File: config.mk
export PLATFORM = sky130hd
export DESIGN_NAME = radix_converter_four_digit_core
export DESIGN_NICKNAME = d
export VERILOG_FILES = /design/src/rtl/rcfd_pkg.sv /design/src/rtl/rcfd_ucode_rom.sv /design/src/rtl/rcfd_sequencer.sv /design/src/rtl/rcfd_datapath.sv /design/src/rtl/radix_converter_four_digit_core.sv
export SDC_FILE = /design/constraint.sdc
export NUM_CORES = 1
export LEC_CHECK = 0
export BUFFER_PORTS_ARGS = -buffer_cell sky130_fd_sc_hd__buf_2
export CORE_MARGIN = 1
export CORE_UTILIZATION = 50
export CTS_CLUSTER_DIAMETER = 60
export DETAILED_ROUTE_END_ITERATION = 12
export PLACE_DENSITY = 0.67
export SLEW_MARGIN = 20
export SYNTH_ARGS = -nofsm -noshare
export SYNTH_HDL_FRONTEND = slang
export SYNTH_SLANG_ARGS = --single-unit
File: constraint.sdc
create_clock -name clk_i -period 9.7 [get_ports clk_i]
set_input_delay 1.94 -clock clk_i [delete_from_list [all_inputs] [get_ports clk_i]]
set_output_delay 1.94 -clock clk_i [all_outputs]
set_load 0.02 [all_outputs]
File: src/rtl/rcfd_pkg.sv
// Shared types, constants and helpers for the four-digit radix converter.
`default_nettype none

package rcfd_pkg;

  localparam int FIELD_COUNT = 4;
  localparam int NUM_DIGITS  = 4;
  localparam int USED_DIGITS = (NUM_DIGITS < FIELD_COUNT) ? NUM_DIGITS : FIELD_COUNT;
  localparam int CHAR_W      = 8;
  localparam int VAL_W       = 16;
  localparam int ACC_W       = VAL_W + 4;
  localparam int DIG_W       = 4;
  localparam int MAX_OUT     = 16;
  localparam int STK_IDX_W   = $clog2(MAX_OUT);
  localparam int NDIG_W      = $clog2(MAX_OUT + 1);
  localparam int IDX_W       = $clog2(FIELD_COUNT);
  localparam int IN_DATA_W   = FIELD_COUNT * CHAR_W;
  localparam int OUT_USER_W  = 2;

  localparam logic [CHAR_W-1:0] ASCII_ZERO = 8'd48;
  localparam logic [CHAR_W-1:0] ASCII_NINE = 8'd57;
  localparam logic [CHAR_W-1:0] ASCII_A    = 8'd65;
  localparam logic [CHAR_W-1:0] ASCII_F    = 8'd70;
  localparam logic [CHAR_W-1:0] ALPHA_OFS  = 8'd55;
  localparam logic [DIG_W-1:0]  DIG_NINE   = 4'd9;

  // reciprocal of ten, exact for any 16-bit dividend after a shift by 19
  localparam logic [VAL_W-1:0] RECIP_TEN = 16'd52429;
  localparam int               RECIP_SH  = 19;

  localparam logic CFG_IDX_IN  = 1'b0;
  localparam logic CFG_IDX_OUT = 1'b1;

  typedef enum logic [1:0] {
    BASE_BIN,
    BASE_OCT,
    BASE_DEC,
    BASE_HEX
  } base_e;

  typedef enum logic [2:0] {
    STEP_IDLE,
    STEP_CHK,
    STEP_ACC,
    STEP_DIV,
    STEP_EMIT
  } step_e;

  typedef enum logic [1:0] {
    HOLD_NONE,
    HOLD_IN,
    HOLD_OUT
  } hold_e;

  typedef enum logic [2:0] {
    JC_NEVER,
    JC_BAD,
    JC_MORE_IN,
    JC_QUOT_NZ,
    JC_MORE_OUT
  } jcond_e;

  typedef enum logic [2:0] {
    OP_NOP,
    OP_LOAD,
    OP_ACC,
    OP_DIV,
    OP_EMIT
  } op_e;

  typedef struct packed {
    hold_e  hold;
    op_e    op;
    jcond_e jcond;
    step_e  jump;
    step_e  next;
  } ucode_t;

  typedef struct packed {
    logic in_valid;
    logic out_free;
    logic bad;
    logic more_in;
    logic quot_nz;
    logic more_out;
  } status_t;

  typedef struct packed {
    op_e  op;
    logic fire;
  } dp_ctrl_t;

  // digit value of an ASCII character; 16 flags anything but 0-9 and A-F
  function automatic logic [DIG_W:0] digit_value(input logic [CHAR_W-1:0] c);
    logic [DIG_W:0] v;
    if (c >= ASCII_ZERO && c <= ASCII_NINE) begin
      v = 5'(c - ASCII_ZERO);
    end else if (c >= ASCII_A && c <= ASCII_F) begin
      v = 5'(c - ALPHA_OFS);
    end else begin
      v = 5'd16;
    end
    return v;
  endfunction

endpackage

`default_nettype wire

File: src/rtl/rcfd_ucode_rom.sv
// Microcode table: one control word per sequencer step.
`default_nettype none

module rcfd_ucode_rom (
  input  rcfd_pkg::step_e  step_i,
  output rcfd_pkg::ucode_t word_o
);
  import rcfd_pkg::*;

  always_comb begin
    unique case (step_i)
      STEP_IDLE: word_o = '{hold: HOLD_IN,   op: OP_LOAD, jcond: JC_NEVER,
                            jump: STEP_IDLE, next: STEP_CHK};
      STEP_CHK:  word_o = '{hold: HOLD_NONE, op: OP_NOP,  jcond: JC_BAD,
                            jump: STEP_EMIT, next: STEP_ACC};
      STEP_ACC:  word_o = '{hold: HOLD_NONE, op: OP_ACC,  jcond: JC_MORE_IN,
                            jump: STEP_ACC,  next: STEP_DIV};
      STEP_DIV:  word_o = '{hold: HOLD_NONE, op: OP_DIV,  jcond: JC_QUOT_NZ,
                            jump: STEP_DIV,  next: STEP_EMIT};
      STEP_EMIT: word_o = '{hold: HOLD_OUT,  op: OP_EMIT, jcond: JC_MORE_OUT,
                            jump: STEP_EMIT, next: STEP_IDLE};
      default:   word_o = '{hold: HOLD_NONE, op: OP_NOP,  jcond: JC_NEVER,
                            jump: STEP_IDLE, next: STEP_IDLE};
    endcase
  end

endmodule

`default_nettype wire

File: src/rtl/rcfd_sequencer.sv
// Step counter with hold and conditional jump, driven by the microcode table.
`default_nettype none

module rcfd_sequencer (
  input  wire                 clk_i,
  input  wire                 rst_ni,
  input  rcfd_pkg::status_t   status_i,
  output rcfd_pkg::dp_ctrl_t  ctrl_o,
  output logic                in_ready_o
);
  import rcfd_pkg::*;

  step_e  step_q, step_d;
  ucode_t word;
  logic   go;
  logic   take;

  rcfd_ucode_rom u_rom (
    .step_i (step_q),
    .word_o (word)
  );

  always_comb begin
    unique case (word.hold)
      HOLD_IN:  go = status_i.in_valid;
      HOLD_OUT: go = status_i.out_free;
      default:  go = 1'b1;
    endcase

    unique case (word.jcond)
      JC_BAD:      take = status_i.bad;
      JC_MORE_IN:  take = status_i.more_in;
      JC_QUOT_NZ:  take = status_i.quot_nz;
      JC_MORE_OUT: take = status_i.more_out;
      default:     take = 1'b0;
    endcase

    // hold the step until its wait condition is met
    if (!go) begin
      step_d = step_q;
    end else if (take) begin
      step_d = word.jump;
    end else begin
      step_d = word.next;
    end

    ctrl_o.op   = word.op;
    ctrl_o.fire = go;
    in_ready_o  = (word.hold == HOLD_IN);
  end

  always_ff @(posedge clk_i or negedge rst_ni) begin
    if (!rst_ni) begin
      step_q <= STEP_IDLE;
    end else begin
      step_q <= step_d;
    end
  end

endmodule

`default_nettype wire

File: src/rtl/rcfd_datapath.sv
// Datapath: character latch, weighted accumulator, radix divider, digit stack, output beat.
`default_nettype none

module rcfd_datapath (
  input  wire                             clk_i,
  input  wire                             rst_ni,
  input  rcfd_pkg::dp_ctrl_t              ctrl_i,
  output rcfd_pkg::status_t               status_o,
  input  rcfd_pkg::base_e                 in_base_i,
  input  rcfd_pkg::base_e                 out_base_i,
  input  wire                             in_valid_i,
  input  wire [rcfd_pkg::IN_DATA_W-1:0]   in_data_i,
  input  wire                             out_ready_i,
  output logic                            out_valid_o,
  output logic [rcfd_pkg::CHAR_W-1:0]     out_char_o,
  output logic                            out_last_o,
  output logic                            out_empty_o,
  output logic                            out_bad_o
);
  import rcfd_pkg::*;

  logic [CHAR_W-1:0] char_q [FIELD_COUNT];
  logic [IDX_W-1:0]  cnt_q;
  logic [VAL_W-1:0]  value_q;
  logic              bad_q;
  logic              zero_val_q;
  logic [NDIG_W-1:0] ndig_q;
  logic [DIG_W-1:0]  stack_q [MAX_OUT];

  logic              out_valid_q;
  logic [CHAR_W-1:0] out_char_q;
  logic              out_last_q;
  logic              out_empty_q;
  logic              out_bad_q;

  logic              load_bad;
  logic [DIG_W:0]    cur_dv;
  logic [ACC_W-1:0]  acc_sum;
  logic [2*VAL_W-1:0] recip_prod;
  logic [VAL_W-1:0]  quot;
  logic [VAL_W-1:0]  dec_rem;
  logic [DIG_W-1:0]  rem;
  logic [NDIG_W-1:0] ndig_dec;
  logic [DIG_W-1:0]  top_dig;
  logic              out_free;
  logic              fire_load, fire_acc, fire_div, fire_emit;

  assign fire_load = ctrl_i.fire && (ctrl_i.op == OP_LOAD);
  assign fire_acc  = ctrl_i.fire && (ctrl_i.op == OP_ACC);
  assign fire_div  = ctrl_i.fire && (ctrl_i.op == OP_DIV);
  assign fire_emit = ctrl_i.fire && (ctrl_i.op == OP_EMIT);

  // flag any invalid character among the fields in use
  always_comb begin
    load_bad = 1'b0;
    for (int i = 0; i < USED_DIGITS; i++) begin
      if (digit_value(in_data_i[i*CHAR_W +: CHAR_W]) > 5'd15) begin
        load_bad = 1'b1;
      end
    end
  end

  // value * base + digit
  assign cur_dv = digit_value(char_q[cnt_q]);
  always_comb begin
    unique case (in_base_i)
      BASE_BIN: acc_sum = {value_q, 4'b0} >> 3;
      BASE_OCT: acc_sum = {value_q, 4'b0} >> 1;
      BASE_HEX: acc_sum = {value_q, 4'b0};
      default:  acc_sum = {1'b0, value_q, 3'b0} + {3'b0, value_q, 1'b0};
    endcase
    acc_sum = acc_sum + {{(ACC_W-DIG_W){1'b0}}, cur_dv[DIG_W-1:0]};
  end

  // divide by the output base: shifts, or a reciprocal multiply for ten
  assign recip_prod = value_q * RECIP_TEN;
  assign dec_rem    = value_q - ((recip_prod[2*VAL_W-1:RECIP_SH] << 3)
                                 + (recip_prod[2*VAL_W-1:RECIP_SH] << 1));
  always_comb begin
    unique case (out_base_i)
      BASE_BIN: begin
        quot = value_q >> 1;
        rem  = {3'b0, value_q[0]};
      end
      BASE_OCT: begin
        quot = value_q >> 3;
        rem  = {1'b0, value_q[2:0]};
      end
      BASE_HEX: begin
        quot = value_q >> 4;
        rem  = value_q[3:0];
      end
      default: begin
        quot = VAL_W'(recip_prod[2*VAL_W-1:RECIP_SH]);
        rem  = dec_rem[DIG_W-1:0];
      end
    endcase
  end

  assign ndig_dec = ndig_q - 1'b1;
  assign top_dig  = stack_q[ndig_dec[STK_IDX_W-1:0]];
  assign out_free = !out_valid_q || out_ready_i;

  always_comb begin
    status_o.in_valid = in_valid_i;
    status_o.out_free = out_free;
    status_o.bad      = bad_q;
    status_o.more_in  = (cnt_q != IDX_W'(USED_DIGITS - 1));
    status_o.quot_nz  = (quot != '0);
    status_o.more_out = !bad_q && (ndig_q > NDIG_W'(1));
  end

  always_ff @(posedge clk_i) begin
    if (fire_load) begin
      for (int i = 0; i < FIELD_COUNT; i++) begin
        char_q[i] <= in_data_i[i*CHAR_W +: CHAR_W];
      end
      value_q <= '0;
      bad_q   <= load_bad;
    end
    if (fire_acc) begin
      value_q <= acc_sum[VAL_W-1:0];
    end
    if (fire_div) begin
      stack_q[ndig_q[STK_IDX_W-1:0]] <= rem;
      value_q <= quot;
      // note a zero value on the first division
      if (ndig_q == '0) begin
        zero_val_q <= (value_q == '0);
      end
    end
  end

  always_ff @(posedge clk_i or negedge rst_ni) begin
    if (!rst_ni) begin
      cnt_q  <= '0;
      ndig_q <= '0;
    end else begin
      if (fire_load) begin
        cnt_q  <= '0;
        ndig_q <= '0;
      end
      if (fire_acc) begin
        cnt_q <= cnt_q + 1'b1;
      end
      if (fire_div) begin
        ndig_q <= ndig_q + 1'b1;
      end
      if (fire_emit) begin
        ndig_q <= ndig_dec;
      end
    end
  end

  // output beat register
  always_ff @(posedge clk_i or negedge rst_ni) begin
    if (!rst_ni) begin
      out_valid_q <= 1'b0;
    end else if (fire_emit) begin
      out_valid_q <= 1'b1;
    end else if (out_ready_i) begin
      out_valid_q <= 1'b0;
    end
  end

  always_ff @(posedge clk_i) begin
    if (fire_emit) begin
      out_last_q <= bad_q || (ndig_q == NDIG_W'(1));
      if (bad_q) begin
        out_char_q  <= '0;
        out_empty_q <= 1'b0;
        out_bad_q   <= 1'b1;
      end else if (zero_val_q && out_base_i != BASE_DEC) begin
        // zero in a non-decimal base prints nothing
        out_char_q  <= '0;
        out_empty_q <= 1'b1;
        out_bad_q   <= 1'b0;
      end else begin
        out_char_q  <= (top_dig > DIG_NINE) ? ({4'b0, top_dig} + ALPHA_OFS)
                                            : ({4'b0, top_dig} + ASCII_ZERO);
        out_empty_q <= 1'b0;
        out_bad_q   <= 1'b0;
      end
    end
  end

  assign out_valid_o = out_valid_q;
  assign out_char_o  = out_char_q;
  assign out_last_o  = out_last_q;
  assign out_empty_o = out_empty_q;
  assign out_bad_o   = out_bad_q;

endmodule

`default_nettype wire

File: src/rtl/radix_converter_four_digit_core.sv
// Top level of the four-digit ASCII radix converter.
`default_nettype none

// Takes four ASCII digits per input beat (most significant in the lowest byte),
// weighs them in the input base, and streams the value in the output base as
// ASCII characters, most significant first, tlast on the final one. tuser bit 0
// marks zero in a non-decimal base (empty text), bit 1 an invalid input
// character; each of those gives a single beat. A small microcoded sequencer
// runs the job: one step to latch the beat, one to check it, one per input
// digit to accumulate, one per output digit to divide by the output base, and
// one per output digit to emit. The next beat is taken once the last result
// sits in the output register. Base registers are written through the cfg
// port; the user must write them only while the block is idle, which the
// block itself does not enforce.
module radix_converter_four_digit_core (
  input  wire                            clk_i,
  input  wire                            rst_ni,
  input  wire                            cfg_we_i,
  input  wire                            cfg_idx_i,
  input  wire [1:0]                      cfg_data_i,
  input  wire                            s_axis_tvalid,
  output logic                           s_axis_tready,
  // char_three, char_two, char_one, char_zero from bit 0 up
  input  wire [rcfd_pkg::IN_DATA_W-1:0]  s_axis_tdata,
  output logic                           m_axis_tvalid,
  input  wire                            m_axis_tready,
  // out_char
  output logic [rcfd_pkg::CHAR_W-1:0]    m_axis_tdata,
  output logic                           m_axis_tlast,
  // empty_result, bad_char from bit 0 up
  output logic [rcfd_pkg::OUT_USER_W-1:0] m_axis_tuser
);
  import rcfd_pkg::*;

  base_e    in_base_q;
  base_e    out_base_q;
  status_t  status;
  dp_ctrl_t ctrl;
  logic     out_empty;
  logic     out_bad;

  always_ff @(posedge clk_i or negedge rst_ni) begin
    if (!rst_ni) begin
      in_base_q  <= BASE_DEC;
      out_base_q <= BASE_DEC;
    end else if (cfg_we_i) begin
      unique case (cfg_idx_i)
        CFG_IDX_IN:  in_base_q  <= base_e'(cfg_data_i);
        CFG_IDX_OUT: out_base_q <= base_e'(cfg_data_i);
        default:     in_base_q  <= in_base_q;
      endcase
    end
  end

  rcfd_sequencer u_seq (
    .clk_i      (clk_i),
    .rst_ni     (rst_ni),
    .status_i   (status),
    .ctrl_o     (ctrl),
    .in_ready_o (s_axis_tready)
  );

  rcfd_datapath u_dp (
    .clk_i       (clk_i),
    .rst_ni      (rst_ni),
    .ctrl_i      (ctrl),
    .status_o    (status),
    .in_base_i   (in_base_q),
    .out_base_i  (out_base_q),
    .in_valid_i  (s_axis_tvalid),
    .in_data_i   (s_axis_tdata),
    .out_ready_i (m_axis_tready),
    .out_valid_o (m_axis_tvalid),
    .out_char_o  (m_axis_tdata),
    .out_last_o  (m_axis_tlast),
    .out_empty_o (out_empty),
    .out_bad_o   (out_bad)
  );

  assign m_axis_tuser = {out_bad, out_empty};

endmodule

`default_nettype wire

* Yosys cells after proc, flatten, opt, wreduce, memory -nomap -nowiden
Memory sizes are Yosys's and may differ from the RTL's. Index checks and enable logic that the tools add are counted.
Word-level totals: register bits 44, memory bits (writable) 96, bits of input ports 40, output and inout bits 13, word-level logic and storage cells 153, memories kept 2
Operators by class: $add $sub $neg 19, multipliers 1, magnitude comparators 26, eq/ne operators 21, muxes and demuxes 35, bitwise logic cells 1, reduce and logical (&&, ||, !) cells 35
Memories:
- u_dp.stack_q | depth 16, bits a word 4, rd ports 1, clocked after memory_dff 0, write ports 1, line rcfd_datapath.sv:28 | logic [DIG_W-1:0] stack_q [MAX_OUT];
- u_dp.char_q | depth 4, bits a word 8, rd ports 1, clocked after memory_dff 0, write ports 4, line rcfd_datapath.sv:22 | logic [CHAR_W-1:0] char_q [FIELD_COUNT];
Operators with widths (number):
- 14-bit one-hot mux with 5 select lines | 1
- 5-bit 2-to-1 mux | 11
- 16-bit 2-to-1 mux | 3
- 16-bit one-hot mux with 3 select lines | 1
- 15-bit one-hot mux with 3 select lines | 1
- 8-bit by 6-bit >= comparator with 1-bit output (second input constant) | 5
- 8-bit by 7-bit >= comparator with 1-bit output (second input constant) | 5
- 8-bit by 6-bit less-or-equal comparator with 1-bit output (second input constant) | 5
- 8-bit by 7-bit less-or-equal comparator with 1-bit output (second input constant) | 5
- 5-bit subtractor (second input constant) | 8
- 16-bit by 16-bit multiplier with 32-bit output (second input constant) | 1
- 5-bit by 4-bit > comparator with 1-bit output (second input constant) | 4
- 3-bit by 2-bit == test with 1-bit output (second input constant) | 6
- 16-bit adder | 1
- 16-bit by 4-bit adder with 16-bit output | 1
- 1-bit logical AND | 16
- 16-bit logical NOT | 1
- 16-bit nonzero test | 1
- 4-bit by 6-bit adder with 7-bit output (second input constant) | 2
- 4-bit one-hot mux with 3 select lines | 1
- 3-bit by 1-bit == test with 1-bit output (second input constant) | 3
- 3-bit == test (second input constant) | 3
- 1-bit 2-to-1 mux | 9
- 4-bit 2-to-1 mux | 2
- 29 further kinds | 42

* Depth between registers and ports, before layout
depth after elaboration 8, gate-level depth with buffers 25, mapped depth without buffers 25

* Hierarchy
A second synthesis with hierarchy kept.
Second synthesis, totals: cell total of the unflattened synthesis 1200, area total of the unflattened synthesis 13136.3 um^2
Modules (own cells, without submodules):
- rcfd_datapath | instances 1, cells an instance 1141, area an instance 12584.6 um^2, seq. area each 3923.8 um^2
- rcfd_sequencer | instances 1, cells an instance 29, area an instance 241.5 um^2, seq. area each 75.1 um^2
- radix_converter_four_digit_core | instances 1, cells an instance 12, area an instance 190.2 um^2, seq. area each 102.6 um^2
- rcfd_ucode_rom | instances 1, cells an instance 18, area an instance 120.1 um^2, seq. area each 0.0 um^2

* Least setup slack after synthesis
OpenSTA, ideal clock, no wires.
kind register to register, from reg u_dp.value_q[3], to mem u_dp.stack_q[0][3] (data pin), setup time 0.291 ns, arrival time 6.445 ns, data required time 9.409 ns, slack 2.964 ns, stages on the path, launching flop included 25, buffers on the path 0, clock period less this slack 6.736 ns, cells stage by stage edfxtp_1 > inv_1 > ha_1 > inv_1 > fa_1 > inv_1 > fa_1 > fa_1 > fa_1 > inv_1 > fa_1 > inv_1 > ha_1 > and4_1 > nor2b_1 > o221ai_2 > nand3_2 > a21oi_2 > xnor2_1 > ha_1 > a21oi_1 > xor2_1 > xnor2_1 > or3_1 > a21oi_1
On the way: word-level cells in the longest chain between the ends 4
Ends and longest elaborated chain:
- start, declared | line rcfd_datapath.sv:24 | logic [VAL_W-1:0] value_q;
- start signal, assigned | line rcfd_datapath.sv:122 | value_q <= acc_sum[VAL_W-1:0];
- start signal, assigned | line rcfd_datapath.sv:126 | value_q <= quot;
- 16-bit by 16-bit multiplier with 32-bit output | line rcfd_datapath.sv:76 | assign recip_prod = value_q * RECIP_TEN;
- 4-bit adder | line rcfd_datapath.sv:78 | + (recip_prod[2*VAL_W-1:RECIP_SH] << 1));
- 4-bit subtractor | line rcfd_datapath.sv:77 | assign dec_rem = value_q - ((recip_prod[2*VAL_W-1:RECIP_SH] << 3)
- 4-bit one-hot mux with 3 select lines (*) | line rcfd_datapath.sv:80 | unique case (out_base_i)
- net u_dp.rem[3] | line rcfd_datapath.sv:42 | logic [DIG_W-1:0] rem;
- end, declared | line rcfd_datapath.sv:28
The timed path passes the listed nets; every way through them passes the cells marked *.

* Final worst setup path
from reg u_dp.value_q[3], to mem u_dp.stack_q[13][3] (data pin)
Same word-level chain as after synthesis.

==> impl_metrics.toml <==
[synthesis]
synth.yosys.seq_area_share_pct = 31.9
yosys_register_bits = 139
synthArstFlopShare_pct = 10.8
synth_area_um2 = 12800
synth_edf_count = 124
yosys_warnings = 0
synthCells = 1171
synth.net_count = 1477
avgSynthCellArea_um2 = 11.0
synth_cell_types = 73
synth_ff_type = "edfxtp_1"

[route]
drt_iter0_drc = 782
ant_nets = 0
dr_total_vias = 8986
drt_wl_total_mm = 30.0
via_per_inst = 5.75
wl_per_cell_um = 19.2
drc = 0
dr.pass1.iters = 6

[setup_path]
critPathKind = "flip-flop to flip-flop"
slowest_stage = "a21oi_1"
cp_max_fo = 16
crit_arrival_ns = 7.85
worstSetupEndpointType = "flip-flop"
path_cells = "inv_1 > ha_1 > inv_1 > fa_1 > inv_1 > fa_1 > fa_1 > fa_1 > inv_1 > fa_1 > inv_1 > ha_1 > and4_1 > nor2b_1 > o221ai_2 > nand3_2 > a21oi_2 > xnor2_1 > ha_1 > a21oi_1 > xor2_1 > xnor2_1 > or3_1 > a21oi_1"
critPathBufInv = 5
start_kind = "flip-flop"
crit_family = "adder cells"
cpPeakStageDelay_ns = 0.83
critPathRequiredTime_ns = 9.77

[clocking]
clk_latency_ns = 0.42
numClockSinks = 139
htreeDepth = 4
cts_tree = "done"
clk_pin_slew_ns = 0.06
clock_path_buffers = 2
cts_root_buf = "clkbuf_16"
hold_buffers = 0
post_cts_buffers = 0
ctsResizeCount = 0
cts_made_buffers = 17

[outcome]
status = "completed"

[floorplan]
die_w_um = 162
io-pin-count = 53
die_area_um2 = 26300
initial_core_util_pct = 51.0
die_y_um = 162
coreArea_um2 = 25200
std_cell_rows = 58

[finish]
seq_area_um2 = 4100
postLayoutCoreUtil_pct = 55.6
area_growth_pct = 9.00
antenna-diode-count = 0
fill_cells = 2157
final_nets = 1526
multi_input_area_um2 = 7890
drive_gt1_share_pct = 12.1

[global_routing]
gr-usage-all-layers_pct = 24.2
grt.overflow.total = 0
grt_max_degree = 33
antenna_found_initial = 0
grt_first_pass_wirelength_mm = 48.6
grt_pass1_vias = 8921

[placed_design]
finalWeightedCongestion = 0.938
port_buffers = 51
detailed_place_hpwl_mm = 24.1

[sta]
period_minus_slack_ns = 7.78
final_max_slew_viol_count = 0
report.final.setup_viol = 0
worst_slew_pin_slew_ns = 1.05
fmax_ghz = 0.129
skew_ns = 0.0125
finalHoldViolations = 0
finalCritPeriodShare_pct = 80.2
rsz0062_at_grt = "no"
slew_headroom_pct = 29.9
finalSetupTns_ns = 0

[min_path]
holdCritPathClass = "flip-flop to flip-flop"

[run]
maxCapViolCount = 0
[final timing paths]
| check | from | end | slack [ns] | cells past startpoint |
|---|---|---|---|---|
| setup / recovery | u_dp.value_q[3]$_DFFE_PP_ | u_dp.stack_q[13][3]$_DFFE_PP_ | 1.92 | 24 |
| hold reg to reg | u_dp.ndig_q[4]$_DFFE_PN0P_ | u_dp.ndig_q[4]$_DFFE_PN0P_ | 0.49 | 1 |
| max in group asynchronous | rst_ni | out_base_q[1]$_DFFE_PN1P_ | 7.95 | 1 |
| hold / removal | u_dp.ndig_q[4]$_DFFE_PN0P_ | u_dp.ndig_q[4]$_DFFE_PN0P_ | 0.49 | 1 |
| setup reg to reg | u_dp.value_q[3]$_DFFE_PP_ | u_dp.stack_q[13][3]$_DFFE_PP_ | 1.92 | 24 |
| min in group asynchronous | rst_ni | u_dp.out_valid_o$_DFFE_PN0P_ | 1.44 | 1 |
[metrics by stage]
step	setup slack (ns)	instances	hold WS [ns]	area, um2
3_5_place_dp	1.91	1531	0.477	13500
6_report	1.92	1563	0.487	14000
4_1_cts	1.92	1563	0.486	14000
5_1_grt	1.44	1563	0.524	14000
3_3_place_gp	2.17	1531	0.476	13500
2_1_floorplan	2.96	1171	0.457	12800
[placed cells by master (no fill, tap or decap), drive strengths merged, types with 25 or more instances in the layout]
cell type,count
xor2,25
o21ai,58
inv,208
fa,81
edfxtp,124
nand2,57
ha,185
buf,58
mux4,37
a21oi,43
nor2,57
[cells in the mapped netlist, types with 3 or more instances]
master     instances  area share [%]
o21ai_0           47             1.8
o22ai_1           11            0.54
xnor2_1           19             1.3
nor2_1            57             1.7
or3_1              4            0.19
edfxtp_1         124              29
fa_1              81              13
buf_1              4            0.12
mux4_2            37             6.5
xor2_1            25             1.7
nor4_1             5            0.24
and2_1            18            0.88
ha_1             185              18
clkbuf_1          18            0.53
a21oi_2            3            0.20
nand2_1           57             1.7
o211ai_1           9            0.53
dfrtp_1           13             2.5
a2111oi_0          3            0.20
o21ai_1           11            0.43
mux2_2             8            0.70
o21a_1             4            0.23
inv_1            201             5.9
o211a_1            3            0.23
mux2i_1           15             1.2
buf_2              3            0.12
a311oi_1           3            0.20
a22o_1             4            0.27
a221oi_1           3            0.20
nor2b_1           11            0.54
nor3_1            14            0.55
buf_4              3            0.18
nand3_1           15            0.58
a21oi_1           40             1.6
nor3b_1            4            0.23
a21o_1            14            0.82
and3_1            11            0.54
a31oi_1           11            0.54
nand2b_1           9            0.44
nand4_1           14            0.68
a211oi_1           7            0.41
[layer usage]
layer	share of wire [%]	track usage, %
met5	0	0
met1	47	35.4
met3	5.9	3.80
met4	2.0	6.78
met2	45	37.3
[cell type report]
cell class                      count  area share (%)
Clock buffer                       17            3.04
Clock inverter                     15           0.804
Inverter                          201            5.39
Multi-Input combinational cell    803            56.3
Sequential cell                   139            29.3
Tap cell                          330            2.95
Timing Repair Buffer               58            2.20
[sequential cells by signal, indices dropped and copies added (netlist names), 2 cells and up]
signal and cells:
out_base_q 2, u_dp.value_q 16, u_dp.cnt_q 2, u_dp.char_q 32, u_dp.ndig_q 5, u_seq.step_q 3
in_base_q 2, u_dp.out_char_o 7, u_dp.stack_q 64
[kinds of logic after synthesis]
logic type                 after synthesis  synth area share, %
other                                    1               0.0292
muxes                                   60                 8.36
xor gates and xnor gates                44                 3.00
AOI/OAI and AO/OA                      199                 10.1
adders and majority gates              266                 30.6
buffers and inverters                  229                 6.81
DFF                                    139                 31.9
and+or+nand+nor                        233                 9.16
Power is not shown: default switching activity piles up to over one toggle a cycle in this logic, so the estimate is an artifact.
